==> config.mk <==
export PLATFORM = sky130hd
export DESIGN_NAME = grayscale_frame_packer_unit
export DESIGN_NICKNAME = d
export VERILOG_FILES = /design/src/design/gfp_pkg.sv /design/src/design/gfp_ram.sv /design/src/design/gfp_front.sv /design/src/design/gfp_back.sv /design/src/design/grayscale_frame_packer_unit.sv
export SDC_FILE = /design/constraint.sdc
export NUM_CORES = 1
export LEC_CHECK = 0
export ABC_AREA = 0
export BUFFER_PORTS_ARGS = -buffer_cell sky130_fd_sc_hd__buf_4
export CAP_MARGIN = 25
export CORE_AREA = 3 3 115 200
export CTS_BUF_LIST = sky130_fd_sc_hd__clkbuf_16
export CTS_CLUSTER_DIAMETER = 80
export DETAILED_ROUTE_END_ITERATION = 8
export DIE_AREA = 0 0 118 203
export PLACE_DENSITY = 0.95
export SYNTH_ARGS = -nofsm -noshare
export SYNTH_HDL_FRONTEND = slang
export SYNTH_SLANG_ARGS = --single-unit
==> constraint.sdc <==
create_clock -name clk -period 7.45 [get_ports clk]
set_input_delay 0.745 -clock clk [delete_from_list [all_inputs] [get_ports clk]]
set_output_delay 0.745 -clock clk [all_outputs]
set_load 0.02 [all_outputs]
==> src/design/gfp_pkg.sv <==
// Package for the grayscale frame packer: sizes, operation codes and the
// command type passed from the front end to the back end.
// Depends on nothing.
package gfp_pkg;

	localparam int CHIP_COUNT    = 1;
	localparam int CHANNEL_COUNT = 16 * CHIP_COUNT;
	localparam int ROW_COUNT     = 8 * CHIP_COUNT;
	localparam int FRAME_BYTES   = 24 * CHIP_COUNT;
	localparam int CH_W          = $clog2(CHANNEL_COUNT);
	localparam int ROW_W         = $clog2(ROW_COUNT);
	localparam int ROW_BITS      = 24;
	localparam int GRAY_W        = 12;
	localparam int QDEPTH        = 2;
	localparam int QPTR_W        = $clog2(QDEPTH);

	localparam logic [1:0] OP_WRITE_ONE = 2'd0;
	localparam logic [1:0] OP_WRITE_ALL = 2'd1;
	localparam logic [1:0] OP_SEND      = 2'd2;

	typedef enum logic [1:0] {
		CMD_WRITE = 2'd0,
		CMD_FILL  = 2'd1,
		CMD_SEND  = 2'd2
	} cmd_kind_t;

	typedef struct packed {
		cmd_kind_t          kind;
		logic [ROW_W-1:0]   row;
		logic               odd;
		logic [GRAY_W-1:0]  value;
	} cmd_t;

	typedef struct packed {
		logic valid;
		cmd_t cmd;
	} cmd_req_t;

endpackage

==> src/design/gfp_ram.sv <==
// Generic single-port-write, single-port-read RAM with a registered read.
// Depends on nothing.
module gfp_ram #(
	parameter int WIDTH = 8,
	parameter int DEPTH = 8
) (
	input  logic                     clk,
	input  logic                     we,
	input  logic [$clog2(DEPTH)-1:0] waddr,
	input  logic [WIDTH-1:0]         wdata,
	input  logic                     re,
	input  logic [$clog2(DEPTH)-1:0] raddr,
	output logic [WIDTH-1:0]         rdata
);

	logic [WIDTH-1:0] mem_q [DEPTH];
	logic [WIDTH-1:0] rdata_q;

	always_ff @(posedge clk) begin
		if (we) begin
			mem_q[waddr] <= wdata;
		end
		if (re) begin
			rdata_q <= mem_q[raddr];
		end
	end

	assign rdata = rdata_q;

endmodule

==> src/design/gfp_front.sv <==
// Front end of the grayscale frame packer: takes requests, decodes them into
// commands and holds them in a two-entry queue for the back end.
// Depends on gfp_pkg.
module gfp_front
	import gfp_pkg::*;
(
	input  logic              clk,
	input  logic              arst_n,
	input  logic              push,
	output logic              full,
	input  logic [1:0]        op,
	input  logic [4:0]        channel,
	input  logic [GRAY_W-1:0] gray_value,
	output cmd_req_t          cmd_req,
	input  logic              cmd_take
);

	cmd_t              q_mem_q [QDEPTH];
	logic [QPTR_W-1:0] wr_ptr_q;
	logic [QPTR_W-1:0] rd_ptr_q;
	logic [QPTR_W:0]   count_q;
	cmd_t              dec_cmd;
	logic              dec_keep;
	logic              in_range;
	logic [CH_W-1:0]   rev_ch;
	logic              enq;
	logic              deq;

	assign in_range = ({1'b0, channel} < 6'(CHANNEL_COUNT));
	assign rev_ch   = CH_W'(CHANNEL_COUNT - 1) - channel[CH_W-1:0];

	always_comb begin
		dec_cmd.kind  = CMD_WRITE;
		dec_cmd.row   = rev_ch[CH_W-1:1];
		dec_cmd.odd   = rev_ch[0];
		dec_cmd.value = gray_value;
		dec_keep      = 1'b0;
		case (op)
			OP_WRITE_ONE: begin
				dec_keep = in_range;
			end
			OP_WRITE_ALL: begin
				dec_cmd.kind = CMD_FILL;
				dec_keep     = 1'b1;
			end
			OP_SEND: begin
				dec_cmd.kind = CMD_SEND;
				dec_keep     = 1'b1;
			end
			default: begin
				dec_keep = 1'b0;
			end
		endcase
	end

	assign full  = (count_q == (QPTR_W+1)'(QDEPTH));
	assign enq   = push && !full && dec_keep;
	assign deq   = cmd_take && (count_q != '0);

	assign cmd_req.valid = (count_q != '0);
	assign cmd_req.cmd   = q_mem_q[rd_ptr_q];

	always_ff @(posedge clk) begin
		if (enq) begin
			q_mem_q[wr_ptr_q] <= dec_cmd;
		end
	end

	always_ff @(posedge clk or negedge arst_n) begin
		if (!arst_n) begin
			wr_ptr_q <= '0;
			rd_ptr_q <= '0;
			count_q  <= '0;
		end else begin
			if (enq) begin
				wr_ptr_q <= wr_ptr_q + 1'b1;
			end
			if (deq) begin
				rd_ptr_q <= rd_ptr_q + 1'b1;
			end
			case ({enq, deq})
				2'b10:   count_q <= count_q + 1'b1;
				2'b01:   count_q <= count_q - 1'b1;
				default: count_q <= count_q;
			endcase
		end
	end

endmodule

==> src/design/gfp_back.sv <==
// Back end of the grayscale frame packer: owns the packed frame store and
// carries out channel writes, frame fills and frame sends.
// Depends on gfp_pkg and gfp_ram.
module gfp_back
	import gfp_pkg::*;
(
	input  logic       clk,
	input  logic       arst_n,
	input  cmd_req_t   cmd_req,
	output logic       cmd_take,
	output logic       empty,
	input  logic       pop,
	output logic [7:0] frame_byte,
	output logic       last_byte
);

	typedef enum logic [3:0] {
		ST_IDLE      = 4'b0001,
		ST_RMW       = 4'b0010,
		ST_SEND_LOAD = 4'b0100,
		ST_SEND_BYTE = 4'b1000
	} state_t;

	state_t                state_q;
	logic [ROW_COUNT-1:0]  valid_q;
	logic [GRAY_W-1:0]     fill_q;
	logic [ROW_W-1:0]      row_cnt_q;
	logic [1:0]            byte_idx_q;
	logic                  out_valid_q;
	logic [7:0]            out_byte_q;
	logic                  out_last_q;
	logic [ROW_BITS-1:0]   row_buf_q;
	cmd_t                  cmd_q;

	logic                  ram_we;
	logic                  ram_re;
	logic [ROW_W-1:0]      ram_raddr;
	logic [ROW_BITS-1:0]   ram_rdata;
	logic [ROW_BITS-1:0]   ram_wdata;
	logic [ROW_W-1:0]      sel_row;
	logic [ROW_W-1:0]      next_row;
	logic [ROW_BITS-1:0]   row_data;
	logic                  last_row;
	logic                  out_load;
	logic [7:0]            cur_byte;

	gfp_ram #(
		.WIDTH(ROW_BITS),
		.DEPTH(ROW_COUNT)
	) u_store (
		.clk   (clk),
		.we    (ram_we),
		.waddr (cmd_q.row),
		.wdata (ram_wdata),
		.re    (ram_re),
		.raddr (ram_raddr),
		.rdata (ram_rdata)
	);

	assign next_row = row_cnt_q + 1'b1;
	assign last_row = (row_cnt_q == ROW_W'(ROW_COUNT - 1));
	assign cmd_take = (state_q == ST_IDLE) && cmd_req.valid;
	assign out_load = (state_q == ST_SEND_BYTE) && (!out_valid_q || pop);

	always_comb begin
		case (state_q)
			ST_RMW:       sel_row = cmd_q.row;
			ST_SEND_LOAD: sel_row = row_cnt_q;
			default:      sel_row = next_row;
		endcase
	end

	// A row never written since reset or the last fill reads as the fill pattern.
	assign row_data = valid_q[sel_row] ? ram_rdata : {fill_q, fill_q};

	assign ram_wdata = cmd_q.odd ? {row_data[23:12], cmd_q.value}
	                             : {cmd_q.value, row_data[11:0]};
	assign ram_we    = (state_q == ST_RMW);

	always_comb begin
		ram_re    = 1'b0;
		ram_raddr = cmd_req.cmd.row;
		if (cmd_take && (cmd_req.cmd.kind == CMD_WRITE)) begin
			ram_re = 1'b1;
		end else if (cmd_take && (cmd_req.cmd.kind == CMD_SEND)) begin
			ram_re    = 1'b1;
			ram_raddr = '0;
		end else if (out_load && (byte_idx_q == 2'd1) && !last_row) begin
			ram_re    = 1'b1;
			ram_raddr = next_row;
		end
	end

	always_comb begin
		case (byte_idx_q)
			2'd0:    cur_byte = row_buf_q[23:16];
			2'd1:    cur_byte = row_buf_q[15:8];
			default: cur_byte = row_buf_q[7:0];
		endcase
	end

	always_ff @(posedge clk or negedge arst_n) begin
		if (!arst_n) begin
			state_q     <= ST_IDLE;
			valid_q     <= '0;
			fill_q      <= '0;
			row_cnt_q   <= '0;
			byte_idx_q  <= '0;
			out_valid_q <= 1'b0;
		end else begin
			if (out_load) begin
				out_valid_q <= 1'b1;
			end else if (pop) begin
				out_valid_q <= 1'b0;
			end
			case (state_q)
				ST_IDLE: begin
					if (cmd_take) begin
						case (cmd_req.cmd.kind)
							CMD_FILL: begin
								fill_q  <= cmd_req.cmd.value;
								valid_q <= '0;
							end
							CMD_WRITE: begin
								state_q <= ST_RMW;
							end
							CMD_SEND: begin
								row_cnt_q <= '0;
								state_q   <= ST_SEND_LOAD;
							end
							default: begin
								state_q <= ST_IDLE;
							end
						endcase
					end
				end
				ST_RMW: begin
					valid_q[cmd_q.row] <= 1'b1;
					state_q            <= ST_IDLE;
				end
				ST_SEND_LOAD: begin
					byte_idx_q <= '0;
					state_q    <= ST_SEND_BYTE;
				end
				ST_SEND_BYTE: begin
					if (out_load) begin
						if (byte_idx_q == 2'd2) begin
							byte_idx_q <= '0;
							if (last_row) begin
								state_q <= ST_IDLE;
							end else begin
								row_cnt_q <= next_row;
							end
						end else begin
							byte_idx_q <= byte_idx_q + 1'b1;
						end
					end
				end
				default: begin
					state_q <= ST_IDLE;
				end
			endcase
		end
	end

	always_ff @(posedge clk) begin
		if (cmd_take) begin
			cmd_q <= cmd_req.cmd;
		end
		if ((state_q == ST_SEND_LOAD) ||
		    (out_load && (byte_idx_q == 2'd2) && !last_row)) begin
			row_buf_q <= row_data;
		end
		if (out_load) begin
			out_byte_q <= cur_byte;
			out_last_q <= last_row && (byte_idx_q == 2'd2);
		end
	end

	assign empty      = !out_valid_q;
	assign frame_byte = out_byte_q;
	assign last_byte  = out_last_q;

	a_send_starts: assert property (@(posedge clk) disable iff (!arst_n)
		(cmd_take && (cmd_req.cmd.kind == CMD_SEND)) |=> (state_q == ST_SEND_LOAD))
		else $error("Frame send did not start with a row load.");

	a_byte_idx_range: assert property (@(posedge clk) disable iff (!arst_n)
		(state_q == ST_SEND_BYTE) |-> (byte_idx_q != 2'd3))
		else $error("Byte index left the three bytes of a row.");

	a_send_ends_marked: assert property (@(posedge clk) disable iff (!arst_n)
		((state_q == ST_SEND_BYTE) ##1 (state_q == ST_IDLE)) |-> (out_last_q && out_valid_q))
		else $error("Frame send ended without a marked last byte.");

	a_no_write_in_send: assert property (@(posedge clk) disable iff (!arst_n)
		((state_q == ST_SEND_LOAD) || (state_q == ST_SEND_BYTE)) |-> !ram_we)
		else $error("Frame store written during a send.");

endmodule

==> src/design/grayscale_frame_packer_unit.sv <==
// Top level of the grayscale frame packer.
// Depends on gfp_pkg, gfp_front and gfp_back.
//
// The block keeps a packed frame of 12-bit grayscale values, 16 channels per
// chip, two channels to three bytes with the highest channel first.
// Requests enter through push/full: op 0 writes one channel, op 1 writes all
// channels, op 2 sends the frame; other ops and out-of-range channels are
// dropped. A decoded request waits in a two-entry queue for the back end.
// Bytes leave through empty/pop, each with last_byte set on the final one.
// A channel write reads its row when the back end takes it, then merges and
// writes the three-byte row in the store RAM; a full write only sets the
// fill value and clears the row valid bits. A send reads row 0 into a row
// buffer and then streams 24 bytes per chip at one byte per cycle while the
// receiver pops, with one single-port read of a row every three bytes.
// When the receiver stalls, the output register holds its byte and the back
// end waits; the queue keeps accepting requests until it holds two.
// Reset clears the frame to zero at once through per-row valid bits and a
// zero fill value, so the block accepts requests as soon as reset is released.
module grayscale_frame_packer_unit
	import gfp_pkg::*;
(
	input  logic              clk,
	input  logic              arst_n,
	input  logic              push,
	output logic              full,
	input  logic [1:0]        op,
	input  logic [4:0]        channel,
	input  logic [GRAY_W-1:0] gray_value,
	output logic              empty,
	input  logic              pop,
	output logic [7:0]        frame_byte,
	output logic              last_byte
);

	cmd_req_t cmd_req;
	logic     cmd_take;

	gfp_front u_front (
		.clk        (clk),
		.arst_n     (arst_n),
		.push       (push),
		.full       (full),
		.op         (op),
		.channel    (channel),
		.gray_value (gray_value),
		.cmd_req    (cmd_req),
		.cmd_take   (cmd_take)
	);

	gfp_back u_back (
		.clk        (clk),
		.arst_n     (arst_n),
		.cmd_req    (cmd_req),
		.cmd_take   (cmd_take),
		.empty      (empty),
		.pop        (pop),
		.frame_byte (frame_byte),
		.last_byte  (last_byte)
	);

endmodule
==> results summary, run 1 <==
Across all layers, the routed design uses 9316 vias. Entering global routing, the biggest net connects 97 pins. The nature of the critical path endpoint is a register. The total CTS buffers came out at 27. The number of warning messages in the yosys log is 0.

Across the run, the number of max-cap violations was 0. The clock network is responsible for 18.2% of the overall power. The count of flip-flops with a built-in enable after synthesis is 301.

Registers take around 9900 sq um. The path class of the tightest hold or removal check is input port to async pin. Post-CTS repair changed the size of 0 cells. The flow ran to the end, and the final reports show no timing, DRC or antenna violations. The portion of synthesized cell area occupied by the leading cell type is 62.76%.

Summing all multi-input logic gate instances after layout gives 4079 sq um. For this run, the leading register cell type out of synthesis is sky130_fd_sc_hd__edfxtp_1. The final layout contains routed wiring with a total length of 34450 um. The cell sitting at the root of the clock tree is a sky130_fd_sc_hd__clkbuf_16. The number of global-route vias before repair was between 9000 and 10000.

Dividing total power by cell area gives a power density of 482.9 nW/um^2. The overall overflow remaining after global route came out at 0. STA classifies the critical path startpoint as a register. The clock latency reported for the late side of the worst-skew pair is around 0.56 ns. The clock input transition at the sequential cells of the worst setup and hold paths is about 0.07 ns. The wire length per cell came out at 25.78 um. The layout filler cell count is between 1000 and 1500. The half-perimeter wire length after detailed placement came out at about 20000 um. The startpoint identified for the worst register-to-register timing path is u_back.state_q[2]. The number of distinct library cells after synthesis is 66. For this run, the share of the core covered by cells in the final layout is 72.60%. The analysis attributes to net switching a power of around 3000 uW. Summing the sequential cell areas from Yosys gives 68.68% of the chip area. The post-CTS setup repair buffer count is 0. For this run, the total global-route usage over all layers was measured as 28.13%. TritonCTS built the clock tree. The count of hold-fix buffers inserted at cts came out at 0.

The setup violation total in the final timing report came out at 0. The hold violation count in the final report is 0. The ratio of cells with drive above 1 in the final layout is 17.34%.

The count of buffers added on input and output ports is 33. The standard-cell row count is about 70. The area of the placeable core is around 22000 sq um. The die area came out at 23950 sq um. The number of cells on the worst reg-to-reg path is 10. The worst reg-to-reg setup slack is between 2 and 3 ns.

Synthesis produced a netlist with a net count of about 1000. In the final timing run, aggregate negative setup slack is 0 ns. The antenna cell count is 0.

sky130_fd_sc_hd__edfxtp_1 is the most common cell in the netlist. The routability-driven placement congestion ratio came out at about 0.95. Cell internal power was estimated by the tool at between 4000 and 5000 uW. The count of clock tree sinks is 335. Derived from the worst setup path, the maximum achievable clock frequency is 214.7 MHz. The initial antenna violation count is 0.

The worst slew slack as a fraction of its limit came out at 24.93%. For this design the static power due to leakage is 0.005682 uW. The first global-routing pass estimated 51810 um of wire.

The slew at the pin closest to its max-slew limit is 1.126 ns. The residual antenna-violating net count after detailed routing came out at 0. In this run the worst path has a maximum fanout of 96. The die span in x is 118 um. In the finished design, the share of the clock period the worst path needs comes to 62.52%. Setup repair after global routing left no endpoint under its margin. Averaged over all synthesized cells, the footprint is 14.20 sq um. The layout overhead on the synthesized area came out at 8.819%. The initial cell density of the core came out at 66.71%. In this run the number of H-tree levels came out at 1. The net switching fraction of the power came out at 39.07%. After the last flow step, the layout net total stands at 1055. The worst register-to-register path ends at u_back.u_store.rdata[2].

For the worst setup path, the data arrival time is slightly above 5 ns. The largest voltage drop on the vdd net came out at 264.6 uV. Yosys attributes the largest share of cell area to sky130_fd_sc_hd__edfxtp_1 63%, sky130_fd_sc_hd__dfrtp_1 5.7%, sky130_fd_sc_hd__nand2_1 3.7%. For the finished layout, the period the worst path requires is between 4 and 5 ns.

Dividing the detail-routed via count by the number of cells gives 6.973. The maximum clock insertion buffer count is 3. The first detailed-routing pass took 8 iterations. The summed instance area of the synthesized netlist came out at between 10000 and 15000 sq um.

The DRC violations left came out at 0. The floorplan step set the die height to roughly 200 um. Per report_power, the sequential group accounts for 43.0% of the total. The relative contribution of combinational cells to total power is 38.8%. The number of flip-flops and latches in the synthesized netlist came out at 335. The setup path with the least slack is of type register to register. The first routing iteration left 1298 violations. The number of max-slew violations in the final report was 0.

The largest total area in the synthesized netlist belongs to sky130_fd_sc_hd__edfxtp_1. STA puts the critical path data required time at 7.87 ns. For the final database, setup skew stands at 0.01100 ns.

After technology mapping, the gate count stands at slightly above 1000. The fraction of synthesis flops using an asynchronous set or reset pin came out at 10.15%. By count the netlist is led by 301 x sky130_fd_sc_hd__edfxtp_1, 141 x sky130_fd_sc_hd__nand2_1, 91 x sky130_fd_sc_hd__a21oi_1.

The number of top-level design ports is 34.
-- how the worst max path moves through the flow --
stage | to | startpoint | slack, ns | cells after the start
floorplan | u_back.u_store.mem_q[0][0] | u_back.state_q[2] | 4.14 | 5
global placement | u_back.u_store.rdata[9] | u_back.state_q[1] | 3.34 | 9
detailed placement | u_back.u_store.rdata[3] | u_back.state_q[1] | 3.18 | 9
CTS | u_back.u_store.rdata[2] | u_back.state_q[2] | 2.98 | 10
global route | u_back.u_store.rdata[2] | u_back.state_q[1] | 2.62 | 10
finish | u_back.u_store.rdata[2] | u_back.state_q[2] | 2.79 | 10
-- critical path, cell delays in order, from the launching register on --
cell	delay, ns
sky130_fd_sc_hd__dfrtp_1	0.61
sky130_fd_sc_hd__nor2_1	0.42
sky130_fd_sc_hd__nand4bb_1	0.36
sky130_fd_sc_hd__inv_1	0.78
sky130_fd_sc_hd__nand2_1	0.31
sky130_fd_sc_hd__inv_1	0.27
sky130_fd_sc_hd__a311o_2	0.16
sky130_fd_sc_hd__buf_4	0.72
sky130_fd_sc_hd__a21oi_1	0.14
sky130_fd_sc_hd__a221oi_1	0.47
sky130_fd_sc_hd__a21o_1	0.15
-- layout by cell type (no fill, tap or decap), types with 3 or more instances in the layout --
cell / Yosys / layout
sky130_fd_sc_hd__mux2_4: 20 / 20
sky130_fd_sc_hd__xnor2_1: 4 / 4
sky130_fd_sc_hd__a21o_1: 34 / 34
sky130_fd_sc_hd__nor2b_1: 3 / 3
sky130_fd_sc_hd__o21ai_1: 4 / 4
sky130_fd_sc_hd__o211ai_1: 3 / 3
sky130_fd_sc_hd__nand2_1: 141 / 140
sky130_fd_sc_hd__a32oi_1: 24 / 24
sky130_fd_sc_hd__nand3_1: 9 / 9
sky130_fd_sc_hd__o21ai_0: 15 / 14
sky130_fd_sc_hd__a211oi_1: 21 / 21
sky130_fd_sc_hd__a21boi_0: 3 / 3
sky130_fd_sc_hd__a211oi_2: 3 / 3
sky130_fd_sc_hd__clkinv_2: 0 / 6
sky130_fd_sc_hd__clkinv_1: 0 / 4
sky130_fd_sc_hd__mux2i_1: 35 / 35
sky130_fd_sc_hd__a311oi_1: 4 / 4
sky130_fd_sc_hd__a221oi_2: 9 / 9
sky130_fd_sc_hd__inv_1: 35 / 39
sky130_fd_sc_hd__and2_1: 4 / 3
sky130_fd_sc_hd__nor2_2: 0 / 6
sky130_fd_sc_hd__nand2b_1: 6 / 6
sky130_fd_sc_hd__a221oi_1: 35 / 35
sky130_fd_sc_hd__ha_1: 7 / 7
sky130_fd_sc_hd__clkinvlp_4: 0 / 3
sky130_fd_sc_hd__nor3_1: 5 / 3
sky130_fd_sc_hd__buf_4: 0 / 47
sky130_fd_sc_hd__dfrtp_1: 33 / 33
sky130_fd_sc_hd__mux2_2: 34 / 34
sky130_fd_sc_hd__a21oi_1: 91 / 91
sky130_fd_sc_hd__edfxtp_1: 301 / 301
sky130_fd_sc_hd__clkbuf_16: 0 / 27
sky130_fd_sc_hd__nor2_1: 28 / 21
-- kinds of logic after synthesis --
| kind of cell | Yosys count | share of synthesized area (%) |
|---|---|---|
| AOI/OAI and AO/OA | 260 | 12.95 |
| xor gates and xnor gates | 5 | 0.3041 |
| adders and majority gates | 7 | 0.6081 |
| buffers and inverters | 102 | 3.345 |
| DFF | 335 | 68.68 |
| muxes | 89 | 7.176 |
| and+or+nand+nor | 216 | 6.942 |
-- flip-flops by register name, summed over array words and instances, names as in the netlist --
name,count
u_front.rd_ptr_q,1
u_back.state_q,4
u_back.cmd_q,16
u_back.fill_q,12
u_back.frame_byte,8
u_back.u_store.rdata,24
u_back.u_store.mem_q,192
u_back.last_byte,1
u_back.valid_q,8
u_back.byte_idx_q,2
u_back.row_buf_q,24
u_front.count_q,2
u_front.wr_ptr_q,1
u_front.q_mem_q,36
u_back.out_valid_q,1
u_back.row_cnt_q,3
-- power by group through the flow --
stage	clock network (uW)	registers [uW]	logic, uW
floorplan	0	3030	2260
global placement	0	3230	2610
detailed placement	0	3250	2780
CTS	1380	3220	2850
global route	1450	3260	3100
finish	1380	3250	2940
-- layer usage --
metal | part of all wire (%) | GRT usage, %
met1 | 33 | 33.14
met2 | 50 | 47.77
met3 | 9.6 | 4.487
met4 | 6.8 | 18.78
met5 | 0 | 0
-- layout make-up --
cell class / count / share of cell area [%]
Multi-Input combinational cell: 577 / 26.03
Sequential cell: 335 / 63.11
Clock inverter: 21 / 1.022
Timing Repair Buffer: 49 / 2.355
Tap cell: 292 / 2.331
Clock buffer: 27 / 4.311
Inverter: 35 / 0.8383
-- per-stage QoR --
stage	total power [uW]	cell area [sq um]	hold WS (ns)	cells	setup slack [ns]
after floorplan	5295	14400	0.4463	1014	4.136
after global placement	5846	14820	0.4625	1286	3.340
after detailed placement	6030	14820	0.4756	1286	3.183
after CTS	7447	15660	0.1467	1334	2.976
after global routing	7806	15670	0.1729	1336	2.617
final	7567	15670	0.1485	1336	2.792
No activity file was read; power rests on OpenSTA's default activity.
==> run 2: changes to the inputs <==
--- a/config.mk
+++ b/config.mk
@@ -8,12 +8,12 @@
 export ABC_AREA = 0
 export BUFFER_PORTS_ARGS = -buffer_cell sky130_fd_sc_hd__buf_4
 export CAP_MARGIN = 25
-export CORE_AREA = 3 3 115 200
+export CORE_AREA = 3 3 126 219
 export CTS_BUF_LIST = sky130_fd_sc_hd__clkbuf_16
 export CTS_CLUSTER_DIAMETER = 80
 export DETAILED_ROUTE_END_ITERATION = 8
-export DIE_AREA = 0 0 118 203
-export PLACE_DENSITY = 0.95
+export DIE_AREA = 0 0 129 222
+export PLACE_DENSITY = 0.85
 export SYNTH_ARGS = -nofsm -noshare
 export SYNTH_HDL_FRONTEND = slang
 export SYNTH_SLANG_ARGS = --single-unit
==> constraint.sdc (replaced) <==
create_clock -name clk -period 3.8 [get_ports clk]
set_input_delay 0.38 -clock clk [delete_from_list [all_inputs] [get_ports clk]]
set_output_delay 0.38 -clock clk [all_outputs]
set_load 0.02 [all_outputs]
==> run 2 against run 1 <==
  * Clock-buffer cell count is 2 higher
  * Final area is 4.4% higher
  * Hold slack worse by 0.070 ns
  * Sequential power is 90% higher
  * Critical path depth stayed put
  * Clock skew is 0.0056 ns higher
  * Final cell count is 6.4% higher
==> results summary, run 2 (synthesis gave the netlist of run 1 again) <==
The run finished with clean final reports. The launch point of the worst reg-to-reg path is u_back.row_cnt_q[0]. Walking the worst path, the cells encountered are ha_1 > ha_1 > nor2_1 > a21oi_1 > o221ai_1 > nand2b_1 > buf_4 > a211oi_1 > a221oi_1 > buf_4. The most flop-heavy register is u_back.u_store.mem_q. The layout overhead on the synthesized area is 13.60%. The finished cells cover 16360 sq um. The deepest level of the CTS H-tree came out at 1.

The worst register-to-register path ends at u_back.u_store.mem_q[1][3]. The first routing iteration left 934 violations. From left edge to right edge, the die measures 129 um. Wires add up to 33170 um. The hold violation count in the final report came out at 0.

The clock latency reported for the late side of the worst-skew pair is 0.58 ns. The largest net degree at the start of global routing came out at 97. Setup violations remaining at the end of the flow were counted as 0. The power density over the cells came out at 946.8 nW/um^2. The worst setup path is launched from a register.

Clock skew on the completed layout was measured at approximately 0.017 ns. The number of max-slew violations in the final report came to 0. The library cell used most frequently in the layout, excluding fill and tap cells, is sky130_fd_sc_hd__edfxtp_1. The path class of the tightest hold or removal check is input port to register. The slew at the pin closest to its max-slew limit came out at 0.9938 ns. The final period utilization came out at 92.85%.

The wire length per cell is 23.33 um. The first global-routing pass estimated 51080 um of wire. The worst setup path is captured at a register.

The routability-driven placement congestion ratio is 0.9417. The number of top-level design ports came out at 34. The maximum clock insertion buffer count is 3. The type of the worst setup path is register to register.

The total CTS buffers came out at 29. Prior to clock tree synthesis, the placed netlist has a worst setup slack of 0.3744 ns. Setup repair after global routing left no endpoint under its margin. The number of buffers and inverters on the critical path is 2. The standard-cell row count is 78.

The die area came out at 28640 sq um. The overall overflow remaining after global route is 0. The slowest stage of the critical path belongs to the cell sky130_fd_sc_hd__o221ai_1.

On the critical path the largest part of the delay comes from compound AO/OA/AOI/OAI gates. For the finished layout, the period the worst path requires is 3.528 ns. The floorplan step set the die height to 222 um. The initial cell density of the core is 55.48%.

The worst slew slack as a fraction of its limit is 33.50%. The antenna cell count came out at 0. The largest registers in the layout are u_back.u_store.mem_q x192, u_front.q_mem_q x36. The total chip power came out at between 15000 and 20000 uW.

The tool flagged a number of max-cap violations equal to 0. In this run the worst setup path terminates at u_back.u_store.mem_q[1][3]. The length in cells of the worst reg-to-reg path came out at 10. The ratio of cells with drive above 1 in the final layout is between 20% and 30%. The most critical setup path has its startpoint at u_back.row_cnt_q[0]. Dividing the detail-routed via count by the number of cells gives 6.389. The area of the placeable core came out at 25960 sq um. In the final design database the tool counted 1110 nets. The count of clock tree sinks is 335. In this run the register-to-register setup slack is 0.27 ns. The initial antenna violation count is 0.

The number of global-route vias before repair came out at 9409. The maximum fanout count along the critical path is 13. Data arrives at the worst endpoint at 3.96 ns.

The longest individual stage delay on the worst path came out at 0.59 ns. The global-route usage over all layers came out at 23.04%. In the layout the commonest cells are 301 x sky130_fd_sc_hd__edfxtp_1, 140 x sky130_fd_sc_hd__nand2_1, 91 x sky130_fd_sc_hd__a21oi_1, 84 x sky130_fd_sc_hd__buf_4, 39 x sky130_fd_sc_hd__inv_1. The worst path meets setup with 0.2716 ns of slack. The critical path runs through a total of 10 cells. The post-CTS setup repair buffer count came out at 0.

IR analysis of the VDD net gives a maximum drop of 449.2 uV. The DRC violations left is 0. The half-perimeter wire length after detailed placement is 20000 um. The number of buffers added on ports is 33.

The iteration count of the initial detailed-routing pass is 5. The residual antenna-violating net count after detailed routing is 0. Timing would allow up to 283.4 MHz. The number of flip-flops in the largest register is around 190. The critical path required time is 4.23 ns.

CTS placed an instance of sky130_fd_sc_hd__clkbuf_16 at the clock tree root. The placed instances occupy a cell area of 15220 sq um. The clock input transition at the sequential cells of the worst setup and hold paths came out at 0.07 ns. The static power due to leakage is 0.006031 uW. The via total after detailed routing is 9085. Summed over all failing endpoints, the final setup total negative slack is 0 ns. TritonCTS built the clock tree.
[run 2: cell types whose count changed in the layout (fill, tap and decap cells not counted), moves of 2 or more]
| cell | change |
|---|---|
| sky130_fd_sc_hd__buf_12 | +5 |
| sky130_fd_sc_hd__buf_4 | +37 |
| sky130_fd_sc_hd__bufinv_16 | +3 |
| sky130_fd_sc_hd__clkbuf_16 | +2 |
| sky130_fd_sc_hd__dlygate4sd3_1 | +13 |
[run 2: cell type report]
type / instances / area [sq um]
inverter: 35 / 131.4
timing repair buffer: 102 / 860.8
fill: 1695 / 9600
clock inverter: 24 / 274.0
multi-input combinational: 577 / 4076
clock buffer: 29 / 725.7
sequential: 335 / 9891
tap: 320 / 400.4
[run 2: worst register-to-register path, stage by stage (launching register included)]
cell	delay, ns
sky130_fd_sc_hd__dfrtp_1	0.55
sky130_fd_sc_hd__ha_1	0.30
sky130_fd_sc_hd__ha_1	0.36
sky130_fd_sc_hd__nor2_1	0.11
sky130_fd_sc_hd__a21oi_1	0.05
sky130_fd_sc_hd__o221ai_1	0.59
sky130_fd_sc_hd__nand2b_1	0.54
sky130_fd_sc_hd__buf_4	0.24
sky130_fd_sc_hd__a211oi_1	0.06
sky130_fd_sc_hd__a221oi_1	0.34
sky130_fd_sc_hd__buf_4	0.24
[run 2: how the worst min path moves through the flow]
stage	start	to	depth (start not counted)
final	channel[2]	u_front.q_mem_q[0][14]	2
after global routing	channel[1]	u_front.q_mem_q[1][13]	2
after CTS	channel[0]	u_front.q_mem_q[0][12]	2
after detailed placement	arst_n	u_front.wr_ptr_q	1
after global placement	arst_n	u_front.wr_ptr_q	1
after floorplan	arst_n	u_back.byte_idx_q[0]	0
[run 2: report_power, final]
part	internal [uW]	leakage [uW]	switching (uW)
logic	2460	0.00237	3800
clock network	1750	0.000499	1320
registers	5600	0.00316	552
[run 2: timing repair]
item                                   CTS  global route
endpoints found under the hold margin   57             0
setup endpoints to repair                0             1
hold buffers                            13             0
gates resized for setup                  0             1
[run 2: routing by layer]
metal | GRT usage, % | vias up | wire length [um]
li1 | - | 3999 | -
met1 | 25.73 | 4483 | 11510
met2 | 39.24 | 459 | 17220
met3 | 3.544 | 144 | 2053
met4 | 16.58 | 0 | 2391
met5 | 0 | - | 0
[run 2: stage by stage]
| step | utilization [%] | hold WS [ns] | cells |
|---|---|---|---|
| floorplan | - | 0.08441 | 1014 |
| global placement | 58.65 | 0.3808 | 1356 |
| detailed placement | 58.65 | 0.3823 | 1356 |
| CTS | 63.00 | 0.06854 | 1422 |
| global route | 63.02 | 0.08442 | 1422 |
| finish | 63.02 | 0.07816 | 1422 |
